[src/bb16_pkg.sv]
package bb16_pkg;

	// Field widths
	localparam int SIDE_W  = 11;
	localparam int COORD_W = 16;
	localparam int ADDR_W  = 20;
	localparam int COLOR_W = 16;
	localparam int BYTE_W  = 8;
	localparam int BIT_W   = 3;

	// Largest framebuffer or bitmap side; larger values in the low 11 bits of a write saturate here
	localparam logic [SIDE_W-1:0] MAX_SIDE = 11'd1024;

	// APB register file
	localparam int PADDR_W   = 5;
	localparam int PDATA_W   = 32;
	localparam int REG_IDX_W = 3;

	localparam logic [REG_IDX_W-1:0] REG_FB_WIDTH     = 3'd0;
	localparam logic [REG_IDX_W-1:0] REG_FB_HEIGHT    = 3'd1;
	localparam logic [REG_IDX_W-1:0] REG_DEST_X       = 3'd2;
	localparam logic [REG_IDX_W-1:0] REG_DEST_Y       = 3'd3;
	localparam logic [REG_IDX_W-1:0] REG_BMP_WIDTH    = 3'd4;
	localparam logic [REG_IDX_W-1:0] REG_BMP_HEIGHT   = 3'd5;
	localparam logic [REG_IDX_W-1:0] REG_INK_COLOR    = 3'd6;
	localparam logic [REG_IDX_W-1:0] REG_DROP_OUTSIDE = 3'd7;

	typedef struct packed {
		logic [BYTE_W-1:0] bitmap_byte;
	} bb16_in_t;

	typedef struct packed {
		logic [ADDR_W-1:0]  pixel_addr;
		logic [COLOR_W-1:0] pixel_value;
		logic               last_of_run;
	} bb16_out_t;

	typedef struct packed {
		logic [SIDE_W-1:0]  fb_width;
		logic [SIDE_W-1:0]  fb_height;
		logic [COORD_W-1:0] dest_x;
		logic [COORD_W-1:0] dest_y;
		logic [SIDE_W-1:0]  bmp_width;
		logic [SIDE_W-1:0]  bmp_height;
		logic [COLOR_W-1:0] ink_color;
		logic               drop_outside;
	} bb16_cfg_t;

	// Controller to datapath
	typedef struct packed {
		logic restart;    // rewind to first byte, reload coordinates
		logic div_start;  // launch remainder unit
		logic div_sel_y;  // 0: dest_x % fb_width, 1: dest_y % fb_height
		logic load_col;   // take column remainder
		logic load_page;  // take row remainder
		logic load_base;  // row base address = page * fb_width
		logic accept;     // capture byte, build write mask
		logic step;       // advance one column
		logic emit;       // load output register
		logic end_byte;   // byte finished, move byte/row position
	} bb16_cmd_t;

	// Datapath to controller
	typedef struct packed {
		logic div_done;
		logic live;       // current byte position lies inside the bitmap
		logic emit_now;   // current column produces a write
	} bb16_sts_t;

endpackage

[src/bb16_stream_if.sv]
interface bb16_stream_if #(
	parameter type T = logic [7:0]
) ();
	logic valid;
	logic ready;
	T     data;

	modport source (output valid, output data, input ready);
	modport sink   (input valid, input data, output ready);
endinterface

[src/mono_bitmap_blit_16bpp_top.sv]
// Monochrome bitmap blit into a 16-bit framebuffer. Bitmap bytes come in on the bitmap
// channel in row-major order, leftmost pixel in bit 7, rows padded to whole bytes; every
// set bit inside bmp_width yields one transaction on the pixels channel carrying the
// framebuffer word address (row * fb_width + column), ink_color, and last_of_run on the
// final write of that byte, unless a framebuffer side is zero or drop_outside skips it
// outside the framebuffer. A byte inside the bitmap is accepted, then walked through a
// single output register one column per cycle, written or not, unless the pixels sink
// stalls a write; bitmap ready is low until the walk ends. Bytes past the last row or
// with bmp_width zero give nothing. After reset and every register write the block rewinds
// to the first bitmap byte and, with bitmap ready low, reduces dest_x and dest_y modulo the
// framebuffer size in a bit-serial remainder unit and forms the first row base address.
module mono_bitmap_blit_16bpp_top (
	input  logic                          clk,
	input  logic                          arst_n,
	bb16_stream_if.sink                   bitmap,
	bb16_stream_if.source                 pixels,
	input  logic                          psel,
	input  logic                          penable,
	input  logic                          pwrite,
	input  logic [bb16_pkg::PADDR_W-1:0]  paddr,
	input  logic [bb16_pkg::PDATA_W-1:0]  pwdata,
	output logic [bb16_pkg::PDATA_W-1:0]  prdata,
	output logic                          pready
);

	bb16_pkg::bb16_cfg_t  cfg;
	bb16_pkg::bb16_cmd_t  cmd;
	bb16_pkg::bb16_sts_t  sts;
	bb16_pkg::bb16_out_t  result;
	logic                 restart;
	logic                 in_ready;
	logic                 out_valid;

	bb16_regs u_regs (
		.clk     (clk),
		.arst_n  (arst_n),
		.psel    (psel),
		.penable (penable),
		.pwrite  (pwrite),
		.paddr   (paddr),
		.pwdata  (pwdata),
		.prdata  (prdata),
		.pready  (pready),
		.cfg     (cfg),
		.restart (restart)
	);

	bb16_ctrl u_ctrl (
		.clk       (clk),
		.arst_n    (arst_n),
		.restart   (restart),
		.in_valid  (bitmap.valid),
		.in_ready  (in_ready),
		.out_valid (out_valid),
		.out_ready (pixels.ready),
		.sts       (sts),
		.cmd       (cmd)
	);

	bb16_dp u_dp (
		.clk         (clk),
		.arst_n      (arst_n),
		.cfg         (cfg),
		.cmd         (cmd),
		.bitmap_byte (bitmap.data.bitmap_byte),
		.sts         (sts),
		.result      (result)
	);

	assign bitmap.ready = in_ready;
	assign pixels.valid = out_valid;
	assign pixels.data  = result;

endmodule

[src/bb16_regs.sv]
module bb16_regs (
	input  logic                           clk,
	input  logic                           arst_n,
	input  logic                           psel,
	input  logic                           penable,
	input  logic                           pwrite,
	input  logic [bb16_pkg::PADDR_W-1:0]   paddr,
	input  logic [bb16_pkg::PDATA_W-1:0]   pwdata,
	output logic [bb16_pkg::PDATA_W-1:0]   prdata,
	output logic                           pready,
	output bb16_pkg::bb16_cfg_t            cfg,
	output logic                           restart
);

	bb16_pkg::bb16_cfg_t                  cfg_q;
	logic [bb16_pkg::REG_IDX_W-1:0]       idx;
	logic                                 wr;
	logic [bb16_pkg::SIDE_W-1:0]          side_val;

	// Saturate oversized sides
	function automatic logic [bb16_pkg::SIDE_W-1:0] clamp_side(
		input logic [bb16_pkg::SIDE_W-1:0] v
	);
		return (v > bb16_pkg::MAX_SIDE) ? bb16_pkg::MAX_SIDE : v;
	endfunction

	assign idx      = paddr[bb16_pkg::PADDR_W-1:2];
	assign wr       = psel & penable & pwrite;
	assign pready   = 1'b1;
	assign restart  = wr;
	assign cfg      = cfg_q;
	assign side_val = clamp_side(pwdata[bb16_pkg::SIDE_W-1:0]);

	// Register writes
	always_ff @(posedge clk or negedge arst_n) begin
		if (!arst_n) begin
			cfg_q.fb_width     <= 11'd320;
			cfg_q.fb_height    <= 11'd240;
			cfg_q.dest_x       <= '0;
			cfg_q.dest_y       <= '0;
			cfg_q.bmp_width    <= 11'd8;
			cfg_q.bmp_height   <= 11'd8;
			cfg_q.ink_color    <= 16'hFFFF;
			cfg_q.drop_outside <= 1'b0;
		end else if (wr) begin
			unique case (idx)
				bb16_pkg::REG_FB_WIDTH:     cfg_q.fb_width     <= side_val;
				bb16_pkg::REG_FB_HEIGHT:    cfg_q.fb_height    <= side_val;
				bb16_pkg::REG_DEST_X:       cfg_q.dest_x       <= pwdata[bb16_pkg::COORD_W-1:0];
				bb16_pkg::REG_DEST_Y:       cfg_q.dest_y       <= pwdata[bb16_pkg::COORD_W-1:0];
				bb16_pkg::REG_BMP_WIDTH:    cfg_q.bmp_width    <= side_val;
				bb16_pkg::REG_BMP_HEIGHT:   cfg_q.bmp_height   <= side_val;
				bb16_pkg::REG_INK_COLOR:    cfg_q.ink_color    <= pwdata[bb16_pkg::COLOR_W-1:0];
				bb16_pkg::REG_DROP_OUTSIDE: cfg_q.drop_outside <= pwdata[0];
				default:                    cfg_q              <= cfg_q;
			endcase
		end
	end

	// Readback
	always_comb begin
		unique case (idx)
			bb16_pkg::REG_FB_WIDTH:     prdata = 32'(cfg_q.fb_width);
			bb16_pkg::REG_FB_HEIGHT:    prdata = 32'(cfg_q.fb_height);
			bb16_pkg::REG_DEST_X:       prdata = 32'(cfg_q.dest_x);
			bb16_pkg::REG_DEST_Y:       prdata = 32'(cfg_q.dest_y);
			bb16_pkg::REG_BMP_WIDTH:    prdata = 32'(cfg_q.bmp_width);
			bb16_pkg::REG_BMP_HEIGHT:   prdata = 32'(cfg_q.bmp_height);
			bb16_pkg::REG_INK_COLOR:    prdata = 32'(cfg_q.ink_color);
			bb16_pkg::REG_DROP_OUTSIDE: prdata = 32'(cfg_q.drop_outside);
			default:                    prdata = '0;
		endcase
	end

endmodule

[src/bb16_rem.sv]
module bb16_rem (
	input  logic                          clk,
	input  logic                          arst_n,
	input  logic                          start,
	input  logic [bb16_pkg::COORD_W-1:0]  dividend,
	input  logic [bb16_pkg::SIDE_W-1:0]   divisor,
	output logic                          done,
	output logic [bb16_pkg::SIDE_W-1:0]   rem
);

	localparam int CNT_W = $clog2(bb16_pkg::COORD_W + 1);

	logic                          busy_q;
	logic [CNT_W-1:0]              cnt_q;
	logic [bb16_pkg::COORD_W-1:0]  dvd_q;
	logic [bb16_pkg::SIDE_W-1:0]   dsr_q;
	logic [bb16_pkg::SIDE_W-1:0]   rem_q;
	logic [bb16_pkg::SIDE_W:0]     trial;
	logic                          fits;

	// One restoring step per cycle, MSB of the dividend first
	assign trial = {rem_q, dvd_q[bb16_pkg::COORD_W-1]};
	assign fits  = trial >= {1'b0, dsr_q};
	assign done  = busy_q && (cnt_q == '0);
	assign rem   = rem_q;

	always_ff @(posedge clk or negedge arst_n) begin
		if (!arst_n) begin
			busy_q <= 1'b0;
			cnt_q  <= '0;
		end else if (start) begin
			busy_q <= 1'b1;
			cnt_q  <= CNT_W'(bb16_pkg::COORD_W);
		end else if (busy_q) begin
			if (cnt_q != '0) begin
				cnt_q <= cnt_q - 1'b1;
			end else begin
				busy_q <= 1'b0;
			end
		end
	end

	always_ff @(posedge clk) begin
		if (start) begin
			dvd_q <= dividend;
			dsr_q <= divisor;
			rem_q <= '0;
		end else if (busy_q && (cnt_q != '0)) begin
			dvd_q <= {dvd_q[bb16_pkg::COORD_W-2:0], 1'b0};
			rem_q <= fits ? bb16_pkg::SIDE_W'(trial - {1'b0, dsr_q})
			              : trial[bb16_pkg::SIDE_W-1:0];
		end
	end

endmodule

[src/bb16_dp.sv]
module bb16_dp (
	input  logic                         clk,
	input  logic                         arst_n,
	input  bb16_pkg::bb16_cfg_t          cfg,
	input  bb16_pkg::bb16_cmd_t          cmd,
	input  logic [bb16_pkg::BYTE_W-1:0]  bitmap_byte,
	output bb16_pkg::bb16_sts_t          sts,
	output bb16_pkg::bb16_out_t          result
);

	localparam int SW = bb16_pkg::SIDE_W;
	localparam int CW = bb16_pkg::COORD_W;
	localparam int AW = bb16_pkg::ADDR_W;
	localparam int BW = bb16_pkg::BYTE_W;

	// Walk position
	logic [SW-1:0]   row_q;
	logic [BW-1:0]   byte_q;
	logic [CW-1:0]   x_q;
	logic [CW-1:0]   y_q;
	logic [SW-1:0]   col_q;
	logic [SW-1:0]   col_base_q;
	logic [SW-1:0]   page_q;
	logic [AW-1:0]   row_base_q;
	logic [BW-1:0]   emit_q;
	bb16_pkg::bb16_out_t out_q;

	logic [CW-1:0]   div_dvd;
	logic [SW-1:0]   div_dsr;
	logic            div_done;
	logic [SW-1:0]   div_rem;

	logic [2*SW-1:0] prod;
	logic [BW-1:0]   mask;
	logic [BW-1:0]   bytes_per_row;
	logic            row_end;
	logic            fb_ok;
	logic            y_in;
	logic [SW-1:0]   col_inc;
	logic [SW-1:0]   col_nxt;
	logic [SW-1:0]   page_inc;
	logic [SW-1:0]   page_nxt;
	logic [AW-1:0]   base_nxt;

	// Shared remainder unit for the start coordinates
	assign div_dvd = cmd.div_sel_y ? cfg.dest_y : cfg.dest_x;
	assign div_dsr = cmd.div_sel_y ? cfg.fb_height : cfg.fb_width;

	bb16_rem u_rem (
		.clk      (clk),
		.arst_n   (arst_n),
		.start    (cmd.div_start),
		.dividend (div_dvd),
		.divisor  (div_dsr),
		.done     (div_done),
		.rem      (div_rem)
	);

	assign prod = page_q * cfg.fb_width;

	// Row bookkeeping
	assign bytes_per_row = BW'((cfg.bmp_width + SW'(BW - 1)) >> 3);
	assign row_end       = ({1'b0, byte_q} + 1'b1) >= {1'b0, bytes_per_row};
	assign fb_ok         = (cfg.fb_width != '0) && (cfg.fb_height != '0);
	assign y_in          = y_q < CW'(cfg.fb_height);

	// Column and row advance with wrap at framebuffer size and at 16 bits
	assign col_inc  = col_q + 1'b1;
	assign col_nxt  = ((x_q == '1) || (col_inc == cfg.fb_width)) ? '0 : col_inc;
	assign page_inc = page_q + 1'b1;
	assign page_nxt = ((y_q == '1) || (page_inc == cfg.fb_height)) ? '0 : page_inc;
	assign base_nxt = ((y_q == '1) || (page_inc == cfg.fb_height)) ? '0
	                : AW'(row_base_q + AW'(cfg.fb_width));

	// Write mask of the byte, first column in the top bit
	always_comb begin
		logic [SW-1:0] cbase;
		logic [SW-1:0] c;
		logic [CW-1:0] x;
		logic          ok;
		cbase = SW'({byte_q, 3'b000});
		mask  = '0;
		for (int b = 0; b < BW; b++) begin
			c  = cbase + SW'(b);
			x  = x_q + CW'(b);
			ok = !cfg.drop_outside || ((x < CW'(cfg.fb_width)) && y_in);
			mask[BW-1-b] = bitmap_byte[BW-1-b] && (c < cfg.bmp_width) && ok && fb_ok;
		end
	end

	// Position and mask state
	always_ff @(posedge clk or negedge arst_n) begin
		if (!arst_n) begin
			row_q  <= '0;
			byte_q <= '0;
			emit_q <= '0;
		end else begin
			priority if (cmd.restart) begin
				row_q  <= '0;
				byte_q <= '0;
			end else if (cmd.end_byte) begin
				if (row_end) begin
					byte_q <= '0;
					row_q  <= row_q + 1'b1;
				end else begin
					byte_q <= byte_q + 1'b1;
				end
			end
			priority if (cmd.accept) begin
				emit_q <= mask;
			end else if (cmd.step) begin
				emit_q <= {emit_q[BW-2:0], 1'b0};
			end
		end
	end

	// Coordinates, bases and output register
	always_ff @(posedge clk) begin
		if (cmd.restart) begin
			x_q <= cfg.dest_x;
			y_q <= cfg.dest_y;
		end
		if (cmd.load_col) begin
			col_q      <= div_rem;
			col_base_q <= div_rem;
		end
		if (cmd.load_page) begin
			page_q <= div_rem;
		end
		if (cmd.load_base) begin
			row_base_q <= AW'(prod);
		end
		priority if (cmd.end_byte && row_end) begin
			x_q        <= cfg.dest_x;
			col_q      <= col_base_q;
			y_q        <= y_q + 1'b1;
			page_q     <= page_nxt;
			row_base_q <= base_nxt;
		end else if (cmd.step) begin
			x_q   <= x_q + 1'b1;
			col_q <= col_nxt;
		end
		if (cmd.emit) begin
			out_q.pixel_addr  <= AW'(row_base_q + AW'(col_q));
			out_q.pixel_value <= cfg.ink_color;
			out_q.last_of_run <= ~|emit_q[BW-2:0];
		end
	end

	assign sts.div_done = div_done;
	assign sts.live     = (cfg.bmp_width != '0) && (row_q < cfg.bmp_height);
	assign sts.emit_now = emit_q[BW-1];
	assign result       = out_q;

endmodule

[src/bb16_ctrl.sv]
module bb16_ctrl (
	input  logic                 clk,
	input  logic                 arst_n,
	input  logic                 restart,
	input  logic                 in_valid,
	output logic                 in_ready,
	output logic                 out_valid,
	input  logic                 out_ready,
	input  bb16_pkg::bb16_sts_t  sts,
	output bb16_pkg::bb16_cmd_t  cmd
);

	localparam logic [2:0] ST_START   = 3'd0;
	localparam logic [2:0] ST_SETUP_X = 3'd1;
	localparam logic [2:0] ST_SETUP_Y = 3'd2;
	localparam logic [2:0] ST_SETUP_M = 3'd3;
	localparam logic [2:0] ST_IDLE    = 3'd4;
	localparam logic [2:0] ST_WALK    = 3'd5;

	localparam logic [bb16_pkg::BIT_W-1:0] LAST_BIT = bb16_pkg::BIT_W'(bb16_pkg::BYTE_W - 1);

	logic [2:0]                    state_q, state_d;
	logic [bb16_pkg::BIT_W-1:0]    bit_q, bit_d;
	logic                          out_valid_q;
	logic                          stall;

	// Hold the column while its write cannot enter the output register
	assign stall = sts.emit_now && out_valid_q && !out_ready;

	always_comb begin
		cmd      = '0;
		state_d  = state_q;
		bit_d    = bit_q;
		in_ready = 1'b0;
		unique case (state_q)
			ST_START: begin
				cmd.restart   = 1'b1;
				cmd.div_start = 1'b1;
				state_d       = ST_SETUP_X;
			end
			ST_SETUP_X: begin
				if (sts.div_done) begin
					cmd.load_col  = 1'b1;
					cmd.div_start = 1'b1;
					cmd.div_sel_y = 1'b1;
					state_d       = ST_SETUP_Y;
				end
			end
			ST_SETUP_Y: begin
				if (sts.div_done) begin
					cmd.load_page = 1'b1;
					state_d       = ST_SETUP_M;
				end
			end
			ST_SETUP_M: begin
				cmd.load_base = 1'b1;
				state_d       = ST_IDLE;
			end
			ST_IDLE: begin
				in_ready = !restart;
				if (in_valid && !restart) begin
					cmd.accept = 1'b1;
					if (sts.live) begin
						bit_d   = '0;
						state_d = ST_WALK;
					end
				end
			end
			ST_WALK: begin
				if (!stall) begin
					cmd.step = 1'b1;
					cmd.emit = sts.emit_now;
					bit_d    = bit_q + 1'b1;
					if (bit_q == LAST_BIT) begin
						cmd.end_byte = 1'b1;
						state_d      = ST_IDLE;
					end
				end
			end
			default: begin
				state_d = ST_START;
			end
		endcase
		// A register write rewinds the walk
		if (restart) begin
			state_d = ST_START;
		end
	end

	always_ff @(posedge clk or negedge arst_n) begin
		if (!arst_n) begin
			state_q     <= ST_START;
			bit_q       <= '0;
			out_valid_q <= 1'b0;
		end else begin
			state_q <= state_d;
			bit_q   <= bit_d;
			priority if (cmd.emit) begin
				out_valid_q <= 1'b1;
			end else if (out_ready) begin
				out_valid_q <= 1'b0;
			end
		end
	end

	assign out_valid = out_valid_q;

endmodule

[src/flat_wrapper.sv]
// flat-port wrapper written by rule: the top's interface ports become plain ports
module mono_bitmap_blit_16bpp_top_flat 
  (clk, arst_n, psel, penable, pwrite, paddr, pwdata, prdata, pready, bitmap_valid, bitmap_data, bitmap_ready, pixels_valid, pixels_data, pixels_ready);
  bb16_stream_if #(.T(bb16_pkg::bb16_in_t)) bitmap_i ();
  bb16_stream_if #(.T(bb16_pkg::bb16_out_t)) pixels_i ();
  input  logic clk;
  input  logic arst_n;
  input  logic psel;
  input  logic penable;
  input  logic pwrite;
  input  logic [bb16_pkg::PADDR_W-1:0] paddr;
  input  logic [bb16_pkg::PDATA_W-1:0] pwdata;
  output logic [bb16_pkg::PDATA_W-1:0] prdata;
  output logic pready;
  input wire logic [$bits(bitmap_i.valid)-1:0] bitmap_valid;
  input wire logic [$bits(bitmap_i.data)-1:0] bitmap_data;
  output wire logic [$bits(bitmap_i.ready)-1:0] bitmap_ready;
  output wire logic [$bits(pixels_i.valid)-1:0] pixels_valid;
  output wire logic [$bits(pixels_i.data)-1:0] pixels_data;
  input wire logic [$bits(pixels_i.ready)-1:0] pixels_ready;
  assign bitmap_i.valid = bitmap_valid;
  assign bitmap_i.data = bitmap_data;
  assign bitmap_ready = bitmap_i.ready;
  assign pixels_valid = pixels_i.valid;
  assign pixels_data = pixels_i.data;
  assign pixels_i.ready = pixels_ready;
  mono_bitmap_blit_16bpp_top u_core (.clk(clk), .arst_n(arst_n), .bitmap(bitmap_i), .pixels(pixels_i), .psel(psel), .penable(penable), .pwrite(pwrite), .paddr(paddr), .pwdata(pwdata), .prdata(prdata), .pready(pready));
endmodule
[config.mk]
export PLATFORM = sky130hd
export DESIGN_NAME = mono_bitmap_blit_16bpp_top_flat
export DESIGN_NICKNAME = d
export VERILOG_FILES = /design/src/bb16_pkg.sv /design/src/bb16_stream_if.sv /design/src/mono_bitmap_blit_16bpp_top.sv /design/src/bb16_regs.sv /design/src/bb16_rem.sv /design/src/bb16_dp.sv /design/src/bb16_ctrl.sv /design/src/flat_wrapper.sv
export SDC_FILE = /design/constraint.sdc
export NUM_CORES = 1
export LEC_CHECK = 0
export BUFFER_PORTS_ARGS = -buffer_cell sky130_fd_sc_hd__buf_2
export CAP_MARGIN = 20
export CORE_AREA = 4 4 286 288
export DETAILED_ROUTE_END_ITERATION = 8
export DIE_AREA = 0 0 290 292
export PLACE_DENSITY = 0.52
export SYNTH_ARGS = -nofsm -noshare
export SYNTH_HDL_FRONTEND = slang
export SYNTH_SLANG_ARGS = --single-unit
[constraint.sdc]
create_clock -name clk -period 10.9 [get_ports clk]
set_input_delay 1.635 -clock clk [delete_from_list [all_inputs] [get_ports clk]]
set_output_delay 1.635 -clock clk [all_outputs]
set_load 0.01 [all_outputs]
==> results.py <==
metrics = {
    "clocking": {
        "cts_resized": 0,
        "h-tree-depth": 2,
        "cts_tree": "yes",
        "clock-sinks": 293,
        "hold_buffers": 0,
        "cts-root-buf": "clkbuf_16",
        "cts_buffers": 38,
        "clk_path_buf_depth": 3,
        "path_clk_slew_ns": 0.06,
        "clock_latency_ns": 0.60,
        "post_cts.repair.setup_buffers": 0,
    },
    "synth": {
        "synthCells": 2464,
        "ys_seq_area_frac": 0.340,
        "yosys_warnings": 0,
        "synth_async_sr_flop_share": 0.454,
        "yosysTopAreaCellShare": 0.189,
        "syn_area_per_cell_sq_um": 9.60,
        "synth_flop_cell": "edfxtp_1",
        "ys_top_cells_by_area": "edfxtp_1 19%, dfrtp_1 12%, ha_1 11%, fa_1 6.9%, xnor2_1 4.4%",
        "ys_seq_elements": 293,
        "synth_area_sq_um": 23700,
        "yosys.cell_types.count": 83,
        "yosysTopAreaCell": "edfxtp_1",
        "synth-edff-count": 149,
    },
    "worst_setup_path": {
        "worst-setup-path-type": "flop to flop",
        "crit_required_ns": 11.16,
        "start_kind": "flop",
        "crit_family": "adder cells",
        "end_kind": "flop",
        "cpMostUsedCell": "fa_1",
        "cp_data_arrival_time_ns": 6.36,
        "crit_buf_inv": 3,
        "cp_slowest_cell": "dfrtp_1",
        "crit_chain": "nand2_1, fa_1, fa_1, inv_1, fa_1, fa_1, inv_1, fa_1, inv_1, ha_1, a211oi_1, nand2_1, o21ai_0, a21oi_1, o31ai_1, xnor2_1, o22ai_1",
        "slowest_delay_ns": 1.01,
        "critPathMaxFanout": 17,
    },
    "global_routing": {
        "grt.overflow.total": 0,
        "grt_pass1_wl_microns": 113000,
        "use_met1": 0.230,
        "grt_use_met2": 0.271,
        "grt_pass1_vias": 18905,
        "track_usage": 0.169,
        "busiest_layer": "met2",
        "met3_usage": 0.0375,
        "antenna_found_initial": 10,
        "grt_max_degree": 75,
    },
    "timing": {
        "rsz0062_at_grt": "no",
        "fin_skew_ns": 0.0493,
        "hold_viol": 0,
        "tns_ns": 0,
        "max_freq_mhz": 164,
        "maxSlewViolCount": 0,
        "period_share": 0.560,
        "final.setup.worst_slack_ns": 4.80,
        "fin_crit_ns": 6.10,
        "tightest_slew_ns": 1.05,
        "slew_headroom": 0.289,
        "finalSetupViolCount": 0,
    },
    "placed_design": {
        "dp.cells": 3522,
        "place_congestion": 0.905,
        "dp_hpwl_microns": 54100,
        "io_buffers": 88,
        "post-place-ws_ns": 4.90,
        "dpl_cell_area_sq_um": 25200,
    },
    "die": {
        "start_util": 0.300,
        "ios": 124,
        "core_sq_um": 78900,
        "chipHeight_microns": 292,
        "rows": 103,
        "die_area_sq_um": 84700,
        "die_x_microns": 290,
    },
    "routing": {
        "first_iter_violations": 1269,
        "firstDrtPassIters": 6,
        "ant_nets": 0,
        "post_drt_wl_per_cell_microns": 20.3,
        "routed_wirelength_microns": 73100,
        "vias_per_cell": 5.19,
        "vias": 18670,
        "drc": 0,
    },
    "final_layout": {
        "multiInputGateArea_sq_um": 14400,
        "n_fill_cell": 8071,
        "instances_no_fill": 3596,
        "drive_gt1_frac": 0.120,
        "layout.cells.most_common": "nand2_1",
        "seqCellArea_sq_um": 8050,
        "fin_area_sq_um": 26500,
        "syn_to_final_growth_pct": 11.9,
        "layout_common_cells": "269 x nand2_1, 214 x ha_1, 200 x inv_1, 149 x edfxtp_1, 125 x o21ai_0",
        "fin_nets": 2860,
    },
    "hold_path": {
        "holdCritPathClass": "flop to flop",
    },
    "power": {
        "power_density_nw_per_um2": 230,
        "peakVddDrop_v": 0.000129,
        "power_w": 0.00609,
        "p_leak_nw": 11.3,
    },
    "flow_run": {
        "max_cap_violations": 0,
    },
    "run_status": {
        "status": "finished clean",
    },
}
-- cell type report --
type	instances	area share
well taps	1050	0.0496
clock buffers	52	0.0413
inverters	202	0.0286
diodes	4	0.000378
flip-flops and latches	293	0.304
multi-input cells	1863	0.543
clock inverters	18	0.00818
repair buffers	114	0.0242
-- per-stage QoR --
step | utilization | hold slack (ns)
final | 0.336 | 0.506
after global routing | 0.336 | 0.522
after CTS | 0.336 | 0.508
after detailed placement | 0.319 | 0.498
after global placement | 0.319 | 0.483
after floorplan | - | 0.455
-- cell families (layout without fill, tap and decap cells) --
group / Yosys count / in the layout / synth area share
and+or+nand+nor: 729 / 729 / 0.148
AOI/OAI and AO/OA: 474 / 474 / 0.128
adders and majority gates: 296 / 296 / 0.183
xor gates and xnor gates: 217 / 217 / 0.0832
muxes: 130 / 130 / 0.0620
other: 2 / 21 / 0.000317
buffers and inverters: 323 / 386 / 0.0558
DFF: 293 / 293 / 0.340
-- metal layers --
layer	part of all wire	vias to the layer above
li1	-	8742
met1	0.45	9186
met2	0.45	612
met4	0.026	8
met5	0.00071	-
met3	0.071	122
-- state kept, by name, summed over array words and instances, names as in the netlist, 16 cells and up --
signal	flops
u_core.u_dp.row_base_q	20
u_core.u_regs.cfg	93
u_core.u_dp.x_q	16
u_core.u_dp.y_q	16
u_core.u_dp.result	37
u_core.u_dp.u_rem.dvd_q	16
-- final timing paths --
| path | start | to | slack (ns) | cells after the start |
|---|---|---|---|---|
| max | u_core.u_regs.cfg[89] | u_core.u_dp.row_base_q[19] | 4.80 | 17 |
| max reg2reg | u_core.u_regs.cfg[89] | u_core.u_dp.row_base_q[19] | 4.80 | 17 |
| max in group asynchronous | arst_n | u_core.u_regs.cfg[42] | 8.39 | 2 |
| min | u_core.u_dp.row_q[10] | u_core.u_dp.row_q[10] | 0.51 | 1 |
| min in group asynchronous | arst_n | u_core.u_regs.cfg[67] | 1.05 | 1 |
| min reg2reg | u_core.u_dp.row_q[10] | u_core.u_dp.row_q[10] | 0.51 | 1 |
-- synthesized netlist by cell type (all sizes together) (5+ instances only) --
| master | instances |
|---|---|
| nand4 | 23 |
| or3 | 12 |
| a211oi | 11 |
| or4 | 6 |
| a22oi | 27 |
| nand3 | 72 |
| nor2 | 120 |
| o22ai | 22 |
| xor2 | 94 |
| a211o | 5 |
| or2 | 7 |
| nor3 | 49 |
| inv | 201 |
| mux2 | 72 |
| nor2b | 18 |
| o21bai | 6 |
| o21a | 15 |
| dfrtp | 109 |
| edfxtp | 149 |
| xnor3 | 5 |
| o2111ai | 9 |
| mux2i | 52 |
| a21oi | 107 |
| a31oi | 18 |
| and3 | 21 |
| clkbuf | 70 |
| xnor2 | 118 |
| a21o | 27 |
| ha | 214 |
| a2111oi | 9 |
| and2 | 70 |
| nand2b | 29 |
| mux4 | 6 |
| fa | 82 |
| a21boi | 6 |
| dfstp | 24 |
| o211ai | 15 |
| o31ai | 14 |
| buf | 51 |
| a22o | 14 |
| nand2 | 269 |
| nor4 | 21 |
| dfxtp | 11 |
| o21ai | 134 |
-- power by group --
part / internal, W / switching (W)
clock: 0.000764 / 0.000538
sequential: 0.00156 / 0.000370
combinational: 0.00117 / 0.00168
total: 0.00350 / 0.00259
(Power assumes the default switching activity.)
